$ cat src/hdl/clpl_pkg.sv
package clpl_pkg;

    localparam int CAL_POINTS = 5;
    localparam int SEG_W      = 2;
    localparam int X_W        = 15;
    localparam int VAL_W      = 24;
    localparam int MODE_W     = 2;
    localparam int NUM_COEF   = 2 * (CAL_POINTS - 1);

    localparam logic [MODE_W-1:0] UNIT_KPA  = 2'd0;
    localparam logic [MODE_W-1:0] UNIT_MA   = 2'd1;
    localparam logic [MODE_W-1:0] UNIT_MMHG = 2'd2;

    localparam logic REG_MODE_CH0 = 1'b0;
    localparam logic REG_MODE_CH1 = 1'b1;

    localparam int LIN_FRAC = 62;
    localparam int OFS_LOG  = 16;
    localparam int COEF_A_W = 65;
    localparam int COEF_B_W = LIN_FRAC + OFS_LOG + 1;
    localparam int A_LO_W   = 33;
    localparam int A_HI_W   = COEF_A_W - A_LO_W;
    localparam int PP_LO_W  = A_LO_W + X_W;
    localparam int PP_HI_W  = A_HI_W + X_W;
    localparam int PSUM_W   = COEF_B_W + 1;
    localparam int SUM_W    = 82;
    localparam int Q_W      = SUM_W - LIN_FRAC;

    // calibration points: current in 1/100 mA, pressure in 1/100 Pa
    localparam longint CAL_MA [CAL_POINTS] = '{605, 684, 987, 1207, 1928};
    localparam longint CAL_PA [CAL_POINTS] = '{231647, 317375, 320200, 893690, 1721870};

    // upper sample bound of each segment but the last
    localparam logic [X_W-1:0] SEG_LIMIT [CAL_POINTS-2] = '{
        X_W'(CAL_MA[1] * 1024 / 100),
        X_W'(CAL_MA[2] * 1024 / 100),
        X_W'(CAL_MA[3] * 1024 / 100)
    };

    function automatic longint seg_dma(int s);
        return CAL_MA[s+1] - CAL_MA[s];
    endfunction

    function automatic longint seg_dpa(int s);
        return CAL_PA[s+1] - CAL_PA[s];
    endfunction

    function automatic longint seg_k(int s);
        return 1024 * (CAL_PA[s] * seg_dma(s) - CAL_MA[s] * seg_dpa(s));
    endfunction

    // rounded value = (lin_q * x + lin_p) / lin_den - offset, floored
    function automatic longint lin_den(bit mmhg, int s);
        return mmhg ? seg_dma(s) * 64'sd40000000000 : seg_dma(s) * 64'sd6400000;
    endfunction

    function automatic longint lin_q(bit mmhg, int s);
        return mmhg ? seg_dpa(s) * 64'sd75006200 : seg_dpa(s) * 64'sd1600;
    endfunction

    function automatic longint lin_p(bit mmhg, int s);
        longint den;
        den = lin_den(mmhg, s);
        return (mmhg ? seg_k(s) * 64'sd750062 : seg_k(s) * 64'sd16)
            + den / 2 + (longint'(1) << OFS_LOG) * den;
    endfunction

    localparam logic [127:0] LIN_DEN [NUM_COEF] = '{
        128'(lin_den(1'b0, 0)), 128'(lin_den(1'b0, 1)),
        128'(lin_den(1'b0, 2)), 128'(lin_den(1'b0, 3)),
        128'(lin_den(1'b1, 0)), 128'(lin_den(1'b1, 1)),
        128'(lin_den(1'b1, 2)), 128'(lin_den(1'b1, 3))
    };

    localparam logic [127:0] LIN_QN [NUM_COEF] = '{
        128'(lin_q(1'b0, 0)) << LIN_FRAC, 128'(lin_q(1'b0, 1)) << LIN_FRAC,
        128'(lin_q(1'b0, 2)) << LIN_FRAC, 128'(lin_q(1'b0, 3)) << LIN_FRAC,
        128'(lin_q(1'b1, 0)) << LIN_FRAC, 128'(lin_q(1'b1, 1)) << LIN_FRAC,
        128'(lin_q(1'b1, 2)) << LIN_FRAC, 128'(lin_q(1'b1, 3)) << LIN_FRAC
    };

    localparam logic [127:0] LIN_PN [NUM_COEF] = '{
        128'(lin_p(1'b0, 0)) << LIN_FRAC, 128'(lin_p(1'b0, 1)) << LIN_FRAC,
        128'(lin_p(1'b0, 2)) << LIN_FRAC, 128'(lin_p(1'b0, 3)) << LIN_FRAC,
        128'(lin_p(1'b1, 0)) << LIN_FRAC, 128'(lin_p(1'b1, 1)) << LIN_FRAC,
        128'(lin_p(1'b1, 2)) << LIN_FRAC, 128'(lin_p(1'b1, 3)) << LIN_FRAC
    };

    // slopes and intercepts rounded up, exact after the final floor
    localparam logic [COEF_A_W-1:0] LIN_A [NUM_COEF] = '{
        COEF_A_W'((LIN_QN[0] + LIN_DEN[0] - 128'd1) / LIN_DEN[0]),
        COEF_A_W'((LIN_QN[1] + LIN_DEN[1] - 128'd1) / LIN_DEN[1]),
        COEF_A_W'((LIN_QN[2] + LIN_DEN[2] - 128'd1) / LIN_DEN[2]),
        COEF_A_W'((LIN_QN[3] + LIN_DEN[3] - 128'd1) / LIN_DEN[3]),
        COEF_A_W'((LIN_QN[4] + LIN_DEN[4] - 128'd1) / LIN_DEN[4]),
        COEF_A_W'((LIN_QN[5] + LIN_DEN[5] - 128'd1) / LIN_DEN[5]),
        COEF_A_W'((LIN_QN[6] + LIN_DEN[6] - 128'd1) / LIN_DEN[6]),
        COEF_A_W'((LIN_QN[7] + LIN_DEN[7] - 128'd1) / LIN_DEN[7])
    };

    localparam logic [COEF_B_W-1:0] LIN_B [NUM_COEF] = '{
        COEF_B_W'((LIN_PN[0] + LIN_DEN[0] - 128'd1) / LIN_DEN[0]),
        COEF_B_W'((LIN_PN[1] + LIN_DEN[1] - 128'd1) / LIN_DEN[1]),
        COEF_B_W'((LIN_PN[2] + LIN_DEN[2] - 128'd1) / LIN_DEN[2]),
        COEF_B_W'((LIN_PN[3] + LIN_DEN[3] - 128'd1) / LIN_DEN[3]),
        COEF_B_W'((LIN_PN[4] + LIN_DEN[4] - 128'd1) / LIN_DEN[4]),
        COEF_B_W'((LIN_PN[5] + LIN_DEN[5] - 128'd1) / LIN_DEN[5]),
        COEF_B_W'((LIN_PN[6] + LIN_DEN[6] - 128'd1) / LIN_DEN[6]),
        COEF_B_W'((LIN_PN[7] + LIN_DEN[7] - 128'd1) / LIN_DEN[7])
    };

    localparam logic [COEF_A_W-1:0] MA_A  = COEF_A_W'(1) << (LIN_FRAC - 2);
    localparam logic [COEF_B_W-1:0] OFF_B = COEF_B_W'(1) << (LIN_FRAC + OFS_LOG);
    localparam logic [COEF_B_W-1:0] MA_B  = OFF_B | (COEF_B_W'(1) << (LIN_FRAC - 1));

    typedef struct packed {
        logic             ch;
        logic [SEG_W-1:0] seg;
    } t_meta;

    typedef struct packed {
        logic              valid;
        logic              ch;
        logic [X_W-1:0]    x;
        logic [MODE_W-1:0] mode;
    } t_in_stage;

    typedef struct packed {
        logic                valid;
        t_meta               meta;
        logic [X_W-1:0]      x;
        logic [COEF_A_W-1:0] a;
        logic [COEF_B_W-1:0] b;
    } t_coef_stage;

    typedef struct packed {
        logic                    valid;
        t_meta                   meta;
        logic signed [VAL_W-1:0] value;
    } t_out_stage;

endpackage

$ cat src/hdl/clpl_coef.sv
module clpl_coef (
    input  logic                  i_clk,
    input  logic                  i_rst_n,
    input  logic                  i_en,
    input  clpl_pkg::t_in_stage   i_in,
    output clpl_pkg::t_coef_stage o_coef
);

    clpl_pkg::t_coef_stage            r_coef;
    clpl_pkg::t_coef_stage            n_coef;
    logic [clpl_pkg::SEG_W-1:0]       w_seg;

    // first segment whose upper point is not below the sample
    always_comb begin
        w_seg = clpl_pkg::SEG_W'(clpl_pkg::CAL_POINTS - 2);
        for (int i = clpl_pkg::CAL_POINTS - 3; i >= 0; i--) begin
            if (i_in.x <= clpl_pkg::SEG_LIMIT[i]) begin
                w_seg = clpl_pkg::SEG_W'(i);
            end
        end
    end

    always_comb begin
        n_coef.valid    = i_in.valid;
        n_coef.meta.ch  = i_in.ch;
        n_coef.meta.seg = w_seg;
        n_coef.x        = i_in.x;
        unique case (i_in.mode)
            clpl_pkg::UNIT_KPA: begin
                n_coef.a = clpl_pkg::LIN_A[{1'b0, w_seg}];
                n_coef.b = clpl_pkg::LIN_B[{1'b0, w_seg}];
            end
            clpl_pkg::UNIT_MMHG: begin
                n_coef.a = clpl_pkg::LIN_A[{1'b1, w_seg}];
                n_coef.b = clpl_pkg::LIN_B[{1'b1, w_seg}];
            end
            clpl_pkg::UNIT_MA: begin
                n_coef.a = clpl_pkg::MA_A;
                n_coef.b = clpl_pkg::MA_B;
            end
            default: begin
                n_coef.a = '0;
                n_coef.b = clpl_pkg::OFF_B;
            end
        endcase
    end

    always_ff @(posedge i_clk) begin
        if (!i_rst_n) begin
            r_coef.valid <= 1'b0;
        end else if (i_en) begin
            r_coef <= n_coef;
        end
    end

    assign o_coef = r_coef;

endmodule

$ cat src/hdl/clpl_mac.sv
module clpl_mac (
    input  logic                  i_clk,
    input  logic                  i_rst_n,
    input  logic                  i_en,
    input  clpl_pkg::t_coef_stage i_coef,
    output clpl_pkg::t_out_stage  o_res
);

    logic                             r_pp_valid;
    clpl_pkg::t_meta                  r_pp_meta;
    logic [clpl_pkg::PP_LO_W-1:0]     r_pp_lo;
    logic [clpl_pkg::PP_HI_W-1:0]     r_pp_hi;
    logic [clpl_pkg::COEF_B_W-1:0]    r_pp_b;

    logic                             r_ps_valid;
    clpl_pkg::t_meta                  r_ps_meta;
    logic [clpl_pkg::PSUM_W-1:0]      r_ps_lo;
    logic [clpl_pkg::PP_HI_W-1:0]     r_ps_hi;

    clpl_pkg::t_out_stage             r_res;

    logic [clpl_pkg::PP_LO_W-1:0]     n_pp_lo;
    logic [clpl_pkg::PP_HI_W-1:0]     n_pp_hi;
    logic [clpl_pkg::PSUM_W-1:0]      n_ps_lo;
    logic [clpl_pkg::SUM_W-1:0]       w_sum;
    logic [clpl_pkg::Q_W-1:0]         w_q;
    logic signed [clpl_pkg::Q_W-1:0]  w_val;
    clpl_pkg::t_out_stage             n_res;

    // slope split in two halves, each a narrow product
    always_comb begin
        n_pp_lo = clpl_pkg::PP_LO_W'(i_coef.x)
                * clpl_pkg::PP_LO_W'(i_coef.a[clpl_pkg::A_LO_W-1:0]);
        n_pp_hi = clpl_pkg::PP_HI_W'(i_coef.x)
                * clpl_pkg::PP_HI_W'(i_coef.a[clpl_pkg::COEF_A_W-1:clpl_pkg::A_LO_W]);
    end

    assign n_ps_lo = clpl_pkg::PSUM_W'(r_pp_b) + clpl_pkg::PSUM_W'(r_pp_lo);

    always_comb begin
        w_sum = clpl_pkg::SUM_W'(r_ps_lo)
              + (clpl_pkg::SUM_W'(r_ps_hi) << clpl_pkg::A_LO_W);
        w_q   = w_sum[clpl_pkg::SUM_W-1:clpl_pkg::LIN_FRAC];
        // remove the bias that kept the sum positive
        w_val = signed'(w_q - (clpl_pkg::Q_W'(1) << clpl_pkg::OFS_LOG));
        n_res.valid = r_ps_valid;
        n_res.meta  = r_ps_meta;
        n_res.value = clpl_pkg::VAL_W'(w_val);
    end

    always_ff @(posedge i_clk) begin
        if (!i_rst_n) begin
            r_pp_valid  <= 1'b0;
            r_ps_valid  <= 1'b0;
            r_res.valid <= 1'b0;
        end else if (i_en) begin
            r_pp_valid <= i_coef.valid;
            r_ps_valid <= r_pp_valid;
            r_res      <= n_res;
        end
    end

    always_ff @(posedge i_clk) begin
        if (i_en) begin
            r_pp_meta <= i_coef.meta;
            r_pp_lo   <= n_pp_lo;
            r_pp_hi   <= n_pp_hi;
            r_pp_b    <= i_coef.b;
            r_ps_meta <= r_pp_meta;
            r_ps_lo   <= n_ps_lo;
            r_ps_hi   <= r_pp_hi;
        end
    end

    assign o_res = r_res;

endmodule

$ cat src/hdl/current_loop_pressure_linearizer_core.sv
// Loop-current pressure linearizer, two sensor channels.
// Input channel: i_valid/o_ready carry one item, a channel number and a
// current sample in 1/1024 mA. Output channel: o_valid/i_ready carry one
// result per item: channel, value in 1/256 of the channel's unit and the
// calibration segment used. Results leave in the order items arrive.
// Pipeline: input register, segment search and coefficient lookup, split
// slope multiply, partial sum, final add into the output register. One item
// is taken every cycle unless the receiver stalls the output; the rate is
// set by the five register stages all moving on one enable.
// When the receiver holds i_ready low with a result waiting, the whole
// pipeline freezes and o_ready drops in the same cycle; nothing is lost.
// APB port: register 0 at address 0 (unit of channel 0), register 1 at
// address 4 (unit of channel 1); 0 kPa, 1 mA, 2 mmHg, code 3 gives zero.
// The unit is latched with each item as it enters, so change it only while
// the pipeline is empty. Synchronous reset empties the pipeline and sets
// both units to kPa.
module current_loop_pressure_linearizer_core (
    input  logic                        i_clk,
    input  logic                        i_rst_n,
    input  logic                        i_valid,
    output logic                        o_ready,
    input  logic                        i_channel,
    input  logic [clpl_pkg::X_W-1:0]    i_current_sample,
    output logic                        o_valid,
    input  logic                        i_ready,
    output logic                        o_channel_out,
    output logic signed [clpl_pkg::VAL_W-1:0] o_primary_value,
    output logic [clpl_pkg::SEG_W-1:0]  o_segment,
    input  logic                        psel,
    input  logic                        penable,
    input  logic                        pwrite,
    input  logic [2:0]                  paddr,
    input  logic [31:0]                 pwdata,
    output logic [31:0]                 prdata,
    output logic                        pready
);

    logic [clpl_pkg::MODE_W-1:0] r_mode_ch0;
    logic [clpl_pkg::MODE_W-1:0] r_mode_ch1;
    clpl_pkg::t_in_stage         r_in;
    clpl_pkg::t_in_stage         n_in;
    clpl_pkg::t_coef_stage       w_coef;
    clpl_pkg::t_out_stage        w_res;
    logic                        w_en;
    logic                        w_cfg_wr;

    assign pready   = 1'b1;
    assign w_cfg_wr = psel && penable && pwrite;

    always_ff @(posedge i_clk) begin
        if (!i_rst_n) begin
            r_mode_ch0 <= clpl_pkg::UNIT_KPA;
            r_mode_ch1 <= clpl_pkg::UNIT_KPA;
        end else if (w_cfg_wr) begin
            unique case (paddr[2])
                clpl_pkg::REG_MODE_CH0: r_mode_ch0 <= pwdata[clpl_pkg::MODE_W-1:0];
                clpl_pkg::REG_MODE_CH1: r_mode_ch1 <= pwdata[clpl_pkg::MODE_W-1:0];
                default:                r_mode_ch0 <= r_mode_ch0;
            endcase
        end
    end

    always_comb begin
        unique case (paddr[2])
            clpl_pkg::REG_MODE_CH0: prdata = 32'(r_mode_ch0);
            clpl_pkg::REG_MODE_CH1: prdata = 32'(r_mode_ch1);
            default:                prdata = '0;
        endcase
    end

    // pipeline moves whenever the output register is free or being taken
    assign w_en    = !w_res.valid || i_ready;
    assign o_ready = w_en;

    always_comb begin
        n_in.valid = i_valid;
        n_in.ch    = i_channel;
        n_in.x     = i_current_sample;
        n_in.mode  = i_channel ? r_mode_ch1 : r_mode_ch0;
    end

    always_ff @(posedge i_clk) begin
        if (!i_rst_n) begin
            r_in.valid <= 1'b0;
        end else if (w_en) begin
            r_in <= n_in;
        end
    end

    clpl_coef u_coef (
        .i_clk   (i_clk),
        .i_rst_n (i_rst_n),
        .i_en    (w_en),
        .i_in    (r_in),
        .o_coef  (w_coef)
    );

    clpl_mac u_mac (
        .i_clk   (i_clk),
        .i_rst_n (i_rst_n),
        .i_en    (w_en),
        .i_coef  (w_coef),
        .o_res   (w_res)
    );

    assign o_valid         = w_res.valid;
    assign o_channel_out   = w_res.meta.ch;
    assign o_primary_value = w_res.value;
    assign o_segment       = w_res.meta.seg;

    a_stall_freezes: assert property (@(posedge i_clk) disable iff (!i_rst_n)
        !w_en |=> $stable({r_in.valid, w_coef.valid, w_res.valid}))
        else $error("pipeline valid bits moved during a stall");

    a_item_advances: assert property (@(posedge i_clk) disable iff (!i_rst_n)
        (w_en && r_in.valid) |=> w_coef.valid)
        else $error("item dropped between input and coefficient stage");

    a_cfg_write: assert property (@(posedge i_clk) disable iff (!i_rst_n)
        (w_cfg_wr && paddr[2] == clpl_pkg::REG_MODE_CH1)
        |=> r_mode_ch1 == $past(pwdata[clpl_pkg::MODE_W-1:0]))
        else $error("channel 1 unit register not updated");

endmodule
$ cat config.mk
export PLATFORM = sky130hd
export DESIGN_NAME = current_loop_pressure_linearizer_core
export DESIGN_NICKNAME = d
export VERILOG_FILES = /design/src/hdl/clpl_pkg.sv /design/src/hdl/clpl_coef.sv /design/src/hdl/clpl_mac.sv /design/src/hdl/current_loop_pressure_linearizer_core.sv
export SDC_FILE = /design/constraint.sdc
export NUM_CORES = 2
export LEC_CHECK = 0
export BUFFER_PORTS_ARGS = -buffer_cell sky130_fd_sc_hd__buf_2
export CORE_MARGIN = 1
export CORE_UTILIZATION = 62
export CTS_BUF_LIST = sky130_fd_sc_hd__clkbuf_8
export CTS_CLUSTER_DIAMETER = 30
export DETAILED_ROUTE_END_ITERATION = 12
export PLACE_DENSITY = 0.84
export SETUP_SLACK_MARGIN = 0.3
export SKIP_LAST_GASP = 1
export SYNTH_ARGS = -nofsm -noshare
export SYNTH_HDL_FRONTEND = slang
export SYNTH_HIERARCHICAL = 1
export SYNTH_SLANG_ARGS = --single-unit
export TNS_END_PERCENT = 100
$ cat constraint.sdc
create_clock -name i_clk -period 11.7 [get_ports i_clk]
set_input_delay 0.585 -clock i_clk [delete_from_list [all_inputs] [get_ports i_clk]]
set_output_delay 0.585 -clock i_clk [all_outputs]
set_load 0.01 [all_outputs]
==> flow_metrics.env <==
export IMPL_startpoint_type="flop"
export IMPL_post_route_util_pct=65.3
export IMPL_required_ns=12.08
export IMPL_clockBufferDepth=3
export IMPL_clock_sinks=450
export IMPL_antenna_found_initial=1
export IMPL_grt_pass1_wl_um=192000
export IMPL_num_vias=34606
export IMPL_fmax_mhz=124
export IMPL_setup_viol=0
export IMPL_synthXorXnorAreaFrac_pct=2.56
export IMPL_synth_cells=4890
export IMPL_synth_seq_cells=450
export IMPL_cp_arrival_ns=8.44
export IMPL_cts_resized_gates=0
export IMPL_drv_slew=0
export IMPL_ant_nets=0
export IMPL_clock_latency_ns=0.66
export IMPL_hold_buffers=0
export IMPL_post_route_min_period_ns=8.05
export IMPL_tns_ns=0
export IMPL_yosys_mux_area_fraction_pct=0.269
export IMPL_finalCritPeriodShare_pct=68.8
export IMPL_wirelength_um=118000
export IMPL_port_buffer_count=56
export IMPL_firstDrtPassIters=7
export IMPL_clkSlewWorstSetupHoldPaths_ns=0.06
export IMPL_path_class="flop to flop"
export IMPL_yosys_area_top_type="fa_1"
export IMPL_synth_flop_cell="edfxtp_1"
export IMPL_io_pins=120
export IMPL_gp_congestion=0.895
export IMPL_drive_gt1_share_pct=4.81
export IMPL_cts_tree="done"
export IMPL_grt_overflow_total=0
export IMPL_first_global_vias=36363
export IMPL_wl_per_cell_um=19.9
export IMPL_drtIter0Drc=2958
export IMPL_grt_setup_unrepaired="no"
export IMPL_async_flop_share_pct=0
export IMPL_tightest_slew_ns=1.28
export IMPL_synth_enable_flop_cells=441
export IMPL_drv_cap=0
export IMPL_cts_inserted_buffers=72
export IMPL_slew_headroom_pct=14.9
export IMPL_status="completed"
export IMPL_synth_compound_area_share_pct=6.99
export IMPL_rows=104
export IMPL_clockRootBuffer="clkbuf_8"
export IMPL_grt_max_degree=178
export IMPL_die_h_um=287
export IMPL_timing_final_hold_violations=0
export IMPL_worst_hold_path_type="input port to flop"
export IMPL_netlist_area_um2=50300
export IMPL_cp_end_kind="flop"
export IMPL_post_cts_buffers=0
export IMPL_die_x_um=287
export IMPL_areaGrowthSynthToFinish_pct=4.38
export IMPL_synth_top_cell_area_share_pct=31.4
export IMPL_synthTopCellsByArea="fa_1 (31%), edfxtp_1 (26%), ha_1 (8.0%)"
export IMPL_syn_area_per_cell_um2=10.3
export IMPL_final_net_count=5977
export IMPL_dieArea_um2=82300
export IMPL_fp_coreArea_um2=80400
export IMPL_skew_ns=0.0318
export IMPL_synth_adder_area_share_pct=39.4
export IMPL_yosysSeqAreaShare_pct=26.7
export IMPL_drc=0
export IMPL_h_tree_depth=3
export IMPL_yosys_warnings=6
export IMPL_synth_top_family_by_area="adder cells"
export IMPL_ys_types=80
export IMPL_critPathMaxFanout=50
export IMPL_initial_core_util_pct=62.6
export IMPL_grt_usage_pct=29.9
export IMPL_vias_per_cell=5.84
export IMPL_dp_hpwl_um=87800
export IMPL_yosys_area_share_simple_pct=14.8
[worst max-delay path, cell delays in order, from the launching register on]
cell and delay (ns):
edfxtp_1 0.91, buf_4 0.73, nand2_1 0.16, fa_1 0.43, fa_1 0.54, inv_1 0.06
fa_1 0.57, fa_1 0.45, fa_1 0.50, inv_1 0.05, fa_1 0.47, inv_1 0.04
ha_1 0.33, a21oi_1 0.29, nand2_1 0.11, o21ai_0 0.66, a31oi_1 0.37, o221ai_1 0.35
o21ai_1 0.20, a221oi_1 0.38, xnor2_1 0.13
[layout make-up]
| class | count | area [um2] |
|---|---|---|
| multi-input cells | 3305 | 32300 |
| fillers | 5875 | 27900 |
| flip-flops and latches | 450 | 13400 |
| inverters | 880 | 3300 |
| well taps | 1060 | 1330 |
| clock buffers | 76 | 1050 |
| repair buffers | 98 | 608 |
| clock inverters | 53 | 464 |
| diodes | 2 | 5.00 |
[per-layer routing]
metal  track usage [%]  wire, um  vias to the layer above
li1                  -         -                    15140
met1              39.8     45900                    17378
met2              48.8     55600                     1746
met4              13.9      6030                        0
met5                 0         0                        -
met3              4.32     10500                      342
[kinds of logic after synthesis]
logic type,count (synthesis)
XOR/XNOR,147
other,3
flip-flops,450
adder cells (fa/ha/maj),1112
AO/OA/AOI/OAI,552
buffers and inverters,1165
AND/OR/NAND/NOR,1448
multiplexers,13
[stage by stage]
step	hold slack [ns]	worst slack, ns	std cells	instance area, um2
floorplan	0.400	5.12	4920	50400
global placement	0.401	3.98	5793	51000
detailed placement	0.405	3.84	5793	51000
CTS	0.0560	3.77	5922	52500
global route	0.0756	3.34	5923	52500
finish	0.0919	3.65	5924	52500
[final timing paths]
path / slack (ns) / cells past startpoint / from / endpoint
setup reg to reg: 3.65 / 20 / u_coef/o_coef[152] / u_mac/r_pp_hi[46]
hold reg to reg: 0.41 / 0 / u_mac/r_pp_hi[25] / u_mac/r_ps_hi[25]
hold / removal: 0.09 / 1 / i_current_sample[2] / r_in[4]
setup / recovery: 3.65 / 20 / u_coef/o_coef[152] / u_mac/r_pp_hi[46]
[sequential cells by signal (all words and copies together) (netlist names), 3 cells and up]
name	flops
u_mac/r_pp_lo	48
u_mac/r_ps_hi	47
u_mac/n_res	3
u_mac/r_pp_meta	3
u_mac/r_ps_lo	47
u_mac/r_pp_b	79
r_in	19
u_mac/o_res	24
u_mac/r_pp_hi	47
u_coef/o_coef	127
[cells in the final DEF (no fill, tap or decap), types with 56 or more instances in the layout]
cell      instances
ha_1            323
xnor2_1          95
edfxtp_1        441
buf_2            56
a21oi_1         161
nor2_1           82
a21o_1          109
nand2_1         563
fa_1            789
clkbuf_8         76
and2_1          559
o21ai_0         104
inv_1           896
[cells in the mapped netlist (all sizes together), types with 4 or more instances]
cell type	number
o22ai	9
nand4	38
nand2	564
a21oi	161
a21o	109
o21a	25
nand3	48
nor4	11
o21ai	129
nand2b	21
or3	9
and4	5
o2111ai	4
a2111oi	4
o31ai	4
a311oi	4
a31oi	22
a221oi	5
a211o	5
edfxtp	441
xor2	52
mux2i	9
o21bai	15
buf	81
or2	10
mux2	4
inv	880
xnor2	95
nor3	29
and3	20
a211oi	18
o211ai	14
ha	323
and2	560
nor2b	36
dfxtp	9
nor2	83
clkbuf	204
fa	789
Power is left out: the tool's default activity adds up to more than one toggle a clock period on the data nets, which glitch-free logic cannot reach.
